[src/hw/rtl/erb_pkg.sv]
// Package for the box face extrusion unit: shared types, corner table and widths.
// Depends on nothing; used by the interfaces and all modules but erb_div.
package erb_pkg;

	localparam int unsigned NumCorners = 24;
	localparam int unsigned CornerW = 5;

	// Input word: depth, rectangle sizes and direction, all signed Q16.16.
	typedef struct packed {
		logic signed [31:0] depth;
		logic signed [31:0] size_x;
		logic signed [31:0] size_y;
		logic signed [31:0] dir_i;
		logic signed [31:0] dir_j;
		logic signed [31:0] dir_k;
	} in_word_t;

	// Output word: one corner of one face.
	typedef struct packed {
		logic signed [31:0] point_x;
		logic signed [31:0] point_y;
		logic signed [31:0] point_z;
		logic [2:0] face_index;
		logic [1:0] corner_index;
		logic last_point;
	} out_word_t;

	// Classified job passed from the front part to the back part.
	typedef struct packed {
		logic signed [31:0] size_x;
		logic signed [31:0] size_y;
		logic [31:0] dmag;
		logic [31:0] mag_i;
		logic [31:0] mag_j;
		logic [31:0] mag_k;
		logic neg_i;
		logic neg_j;
		logic neg_k;
	} job_t;

	// Corner code: bit 0 picks the x extent, bit 1 the y extent, bit 2 the top.
	function automatic logic [2:0] corner_code(input logic [CornerW-1:0] n);
		logic [2:0] c;
		case (n)
			5'd0: c = 3'd0;  5'd1: c = 3'd1;  5'd2: c = 3'd3;  5'd3: c = 3'd2;
			5'd4: c = 3'd1;  5'd5: c = 3'd5;  5'd6: c = 3'd7;  5'd7: c = 3'd3;
			5'd8: c = 3'd2;  5'd9: c = 3'd3;  5'd10: c = 3'd7; 5'd11: c = 3'd6;
			5'd12: c = 3'd0; 5'd13: c = 3'd2; 5'd14: c = 3'd6; 5'd15: c = 3'd4;
			5'd16: c = 3'd0; 5'd17: c = 3'd4; 5'd18: c = 3'd5; 5'd19: c = 3'd1;
			5'd20: c = 3'd4; 5'd21: c = 3'd5; 5'd22: c = 3'd7; 5'd23: c = 3'd6;
			default: c = 3'd0;
		endcase
		return c;
	endfunction

	// Saturate a 34-bit signed sum to 32 bits.
	function automatic logic signed [31:0] sat32(input logic signed [33:0] v);
		logic signed [31:0] r;
		if (v > 34'sd2147483647) r = 32'sh7fffffff;
		else if (v < -34'sd2147483648) r = 32'sh80000000;
		else r = v[31:0];
		return r;
	endfunction

endpackage

[src/hw/rtl/erb_in_if.sv]
// Input channel interface of the box face extrusion unit.
// Depends on erb_pkg for the word type.
interface erb_in_if;
	logic valid;
	logic ready;
	erb_pkg::in_word_t data;
	modport source (output valid, output data, input ready);
	modport sink (input valid, input data, output ready);
endinterface

[src/hw/rtl/erb_front.sv]
// Front part: accepts input words, drops degenerate ones and queues jobs.
// Depends on erb_pkg and erb_in_if; holds a two-entry job queue.
module erb_front (
	input logic clk,
	input logic arst_n,
	erb_in_if.sink in_ch,
	output logic job_valid,
	output erb_pkg::job_t job,
	input logic job_pop
);

	erb_pkg::job_t q_q [2];
	logic [1:0] cnt_q;
	logic rd_q;
	logic wr_q;
	logic push;
	logic keep;
	erb_pkg::job_t nj;

	assign in_ch.ready = (cnt_q != 2'd2);
	// Zero depth or zero direction produces no words and is simply dropped.
	assign keep = (in_ch.data.depth != 32'sd0) &&
		!(in_ch.data.dir_i == 32'sd0 && in_ch.data.dir_j == 32'sd0 &&
		in_ch.data.dir_k == 32'sd0);
	assign push = in_ch.valid && in_ch.ready && keep;

	// Classify: split each signed value into magnitude and sign.
	always_comb begin
		nj.size_x = in_ch.data.size_x;
		nj.size_y = in_ch.data.size_y;
		nj.dmag = in_ch.data.depth[31] ? 32'(-in_ch.data.depth) : in_ch.data.depth;
		nj.mag_i = in_ch.data.dir_i[31] ? 32'(-in_ch.data.dir_i) : in_ch.data.dir_i;
		nj.mag_j = in_ch.data.dir_j[31] ? 32'(-in_ch.data.dir_j) : in_ch.data.dir_j;
		nj.mag_k = in_ch.data.dir_k[31] ? 32'(-in_ch.data.dir_k) : in_ch.data.dir_k;
		nj.neg_i = in_ch.data.dir_i[31];
		nj.neg_j = in_ch.data.dir_j[31];
		nj.neg_k = in_ch.data.dir_k[31];
	end

	// Job queue storage.
	always_ff @(posedge clk) begin
		if (push) q_q[wr_q] <= nj;
	end

	// Queue pointers and fill count.
	always_ff @(posedge clk or negedge arst_n) begin
		if (!arst_n) begin
			cnt_q <= 2'd0;
			rd_q <= 1'b0;
			wr_q <= 1'b0;
		end else begin
			if (push) wr_q <= ~wr_q;
			if (job_pop) rd_q <= ~rd_q;
			cnt_q <= cnt_q + 2'(push) - 2'(job_pop);
		end
	end

	assign job_valid = (cnt_q != 2'd0);
	assign job = q_q[rd_q];

`ifndef ASSERT_OFF
	a_no_pop_empty: assert property (@(posedge clk) disable iff (!arst_n)
		job_pop |-> job_valid) else $error("pop from empty job queue");
	a_no_overflow: assert property (@(posedge clk) disable iff (!arst_n)
		cnt_q != 2'd3) else $error("job queue overflow");
	a_drop: assert property (@(posedge clk) disable iff (!arst_n)
		(in_ch.valid && in_ch.ready && !keep && !job_pop) |=> $stable(cnt_q))
		else $error("dropped word changed queue");
`endif

endmodule

[src/flat_wrapper.sv]
// flat-port wrapper written by rule: the top's interface ports become plain ports
module erb_front_flat 
  (clk, arst_n, job_valid, job, job_pop, in_ch_valid, in_ch_data, in_ch_ready);
  erb_in_if in_ch_i ();
  input logic clk;
  input logic arst_n;
  output logic job_valid;
  output erb_pkg::job_t job;
  input logic job_pop;
  input wire logic [$bits(in_ch_i.valid)-1:0] in_ch_valid;
  input wire logic [$bits(in_ch_i.data)-1:0] in_ch_data;
  output wire logic [$bits(in_ch_i.ready)-1:0] in_ch_ready;
  assign in_ch_i.valid = in_ch_valid;
  assign in_ch_i.data = in_ch_data;
  assign in_ch_ready = in_ch_i.ready;
  erb_front u_core (.clk(clk), .arst_n(arst_n), .in_ch(in_ch_i), .job_valid(job_valid), .job(job), .job_pop(job_pop));
endmodule
[config.mk]
export PLATFORM = sky130hd
export DESIGN_NAME = erb_front_flat
export DESIGN_NICKNAME = d
export VERILOG_FILES = /design/src/hw/rtl/erb_pkg.sv /design/src/hw/rtl/erb_in_if.sv /design/src/hw/rtl/erb_front.sv /design/src/flat_wrapper.sv
export SDC_FILE = /design/constraint.sdc
export NUM_CORES = 1
export LEC_CHECK = 0
export ABC_AREA = 0
export BUFFER_PORTS_ARGS = -buffer_cell sky130_fd_sc_hd__buf_2
export CORE_ASPECT_RATIO = 0.6
export CORE_MARGIN = 1.5
export CORE_UTILIZATION = 58
export DETAILED_ROUTE_END_ITERATION = 16
export GPL_TIMING_DRIVEN = 0
export PLACE_DENSITY = 0.94
export SLEW_MARGIN = 20
export SYNTH_ARGS = -nofsm -noshare
export SYNTH_HDL_FRONTEND = slang
export SYNTH_SLANG_ARGS = --single-unit
[constraint.sdc]
create_clock -name clk -period 26.1 [get_ports clk]
set_input_delay 2.61 -clock clk [delete_from_list [all_inputs] [get_ports clk]]
set_output_delay 2.61 -clock clk [all_outputs]
set_load 0.005 [all_outputs]
==> results.toml <==
[floorplan]
die_area_mm2 = 0.0299
die_w_um = 222
die_h_um = 135
coreArea_mm2 = 0.0279
start_util_pct = 59.9
ios = 393
placementRows = 47

[yosys]
synth-async-reset-ratio_pct = 1.02
synth_top_family_by_area = "multiplexers"
syn_avg_cell_area_um2 = 17.0
syn_nets = 1187
ys_types = 37
postSynthCellCount = 985
synth-edff-count = 390
synth-seq-area-share_pct = 70.6
synthXorXnorAreaFrac_pct = 6.28
synthMuxAreaShare_pct = 13.1
synth_seq_cells = 394
synth_top_area_share_pct = 70.0
yosysMostFrequentCell = "edfxtp_1"
yosys-top-cells-count = "390 x edfxtp_1, 195 x mux2_2, 118 x xnor2_1, 41 x o21ai_0, 37 x o31ai_1"
synth-simple-area-share_pct = 4.42
ys_top_cells_by_area = "edfxtp_1 70%, mux2_2 13%, xnor2_1 6.2%"
synthFlopType = "edfxtp_1"
yosysWarnings = 0
syn-cell-area_mm2 = 0.0167
yosys.area.top_type = "edfxtp_1"
synth_compound_area_share_pct = 4.07
synth_fa_ha_area_share_pct = 0.449

[clock_network]
holdBufCountCts = 0
postCtsSetupBuffers = 0
clock_latency_ns = 0.51
htree_levels = 2
cts_buffers = 36
cts.reportedPaths.clkPinSlew_ns = 0.06
cts-resized-gates = 0
cts_tree = "done"
cts_buffer_depth = 3
numClockSinks = 394
cts_root_buf = "clkbuf_16"

[critical_path]
cp-end-kind = "output port"
crit_fanout = 10
criticalPathCategory = "flop to output port"
r2r-end = "u_core.q_q[0][162]"
required_ns = 23.49
reg2regPathDepth = 8
startpoint_type = "flop"
worstPathArrival_ns = 3.03
timing.rr.start = "u_core.cnt_q[0]"
r2r_setup_slack_ns = 23.49

[min_path]
hold_class = "flop to flop"
hold_depth = 1
min_from = "u_core.wr_q"
min_to = "u_core.wr_q"

[layout]
stdcell_area_mm2 = 0.0206
postLayoutCoreUtil_pct = 73.7
nets = 1630
drive_above_1_share_pct = 46.0
syn2layout_area_growth_pct = 23.0

[power]
p_total_mw = 2.06
p_leak_nw = 7.36
ir_worst_vdd_mv = 0.0772
powerDensity_mw_per_mm2 = 100

[drt]
route.met3.wl_mm = 4.30
via_count = 10600
drt-total-wl_mm = 41.5
drt_pass1_iterations = 7
post-route-drc-count = 0
drt-initial-drc-count = 905
wl_met1_mm = 15.7
viasPerCell = 5.85
top_layer = "met5"
route.met2.wl_mm = 20.1
ant_nets = 0
wl_per_cell_um = 22.8

[global_routing]
track_usage_pct = 27.3
gr-total-overflow = 0
antenna_found_initial = 13
grt_pass1_wl_mm = 62.1
grt_max_degree = 55
grt_pass1_vias = 10800

[timing]
setup-tns-final_ns = 0
final_max_slew_viol_count = 0
slew-limit-headroom_pct = 49.1
rsz0062_at_grt = "false"
fmax_mhz = 177
finalCriticalPeriod_ns = 5.65
finalClockSkew_ns = 0.00845
fin_crit_sh_pct = 21.6
worst_pin_slew_ns = 0.764
finalSetupViolCount = 0
hold_viol = 0

[placed_design]
gp_congestion = 0.893
place_area_mm2 = 0.0195
place.detailed.hpwl_mm = 30.6
portBuffers = 392

[job]
maxCapViolations = 0

[outcome]
status = "complete, no violations"
worst max-delay path by stage:
stage	slack [ns]	from	to	cells past startpoint
3_3_place_gp	8.18	in_ch_data[64]	u_core.q_q[0][131]	9
3_5_place_dp	19.97	in_ch_data[65]	u_core.q_q[1][180]	11
6_report	20.46	u_core.rd_q	job[153]	5
4_1_cts	20.27	u_core.rd_q	job[129]	5
5_1_grt	20.23	u_core.rd_q	job[129]	5
2_1_floorplan	13.21	in_ch_data[160]	u_core.q_q[0][0]	7
layout make-up:
class | count | area, µm²
flip-flops and latches | 394 | 11800
fillers | 1623 | 7350
multi-input cells | 544 | 4750
repair buffers | 405 | 2270
clock buffers | 47 | 963
well taps | 367 | 459
clock inverters | 11 | 131
plain buffers | 34 | 128
inverters | 13 | 48.8
diodes | 6 | 15.0
sequential cells by signal, indices dropped and copies added, names as in the netlist:
name	flops
u_core.rd_q	1
u_core.q_q	390
u_core.wr_q	1
u_core.cnt_q	2
power by group:
part	total (mW)	switching, mW	internal, mW
Clock	0.503	0.215	0.289
Sequential	0.908	0.0345	0.873
Combinational	0.651	0.348	0.303
cell families (layout without fill, tap and decap cells):
| kind of cell | after synthesis | after routing |
|---|---|---|
| buf+inv | 47 | 510 |
| mux | 195 | 195 |
| compound gates | 99 | 99 |
| xor+xnor | 120 | 120 |
| other cells | 0 | 6 |
| simple gates | 124 | 124 |
| fa+ha+maj | 6 | 6 |
| flops | 394 | 394 |
per-layer routing:
| metal | up-vias | global-route usage (%) |
|---|---|---|
| met1 | 5200 | 33.7 |
| met2 | 565 | 45.6 |
| met4 | 10 | 9.59 |
| met3 | 120 | 8.94 |
| met5 | - | 0 |
| li1 | 4749 | - |
critical path: stages (launching register included):
cell and delay [ns]:
dfrtp_1 0.33, clkbuf_1 0.40, clkbuf_1 0.63, clkbuf_1 0.57, mux2_2 0.44, buf_2 0.14
stage by stage:
step | worst slack, ns | cells | hold slack (ns)
after floorplan | 13.21 | 985 | 0.455
after global placement | 8.18 | 1744 | 0.469
after detailed placement | 19.97 | 1757 | 0.551
after CTS | 20.27 | 1815 | 0.562
after global routing | 20.23 | 1819 | 0.594
final | 20.46 | 1821 | 0.566
placed cells by master (no fill, tap or decap), types with 2 or more instances in the layout:
master / instances
nand2_1: 32
edfxtp_1: 390
bufinv_16: 3
buf_12: 6
or2_2: 7
or3_1: 12
nor2_1: 7
nor3_1: 7
diode_2: 6
ha_1: 6
clkinv_2: 3
clkbuf_16: 37
nand2b_1: 8
mux2_2: 195
o41ai_1: 16
buf_2: 392
nor4b_1: 2
nor4_1: 7
o21ai_0: 41
dfrtp_1: 4
clkinvlp_4: 2
inv_1: 13
nand3_1: 6
or4_4: 5
o31ai_1: 37
buf_16: 7
xnor2_1: 118
clkbuf_1: 43
clkinv_1: 3
or4_1: 22
xor2_1: 2
(Power assumes the default switching activity.)
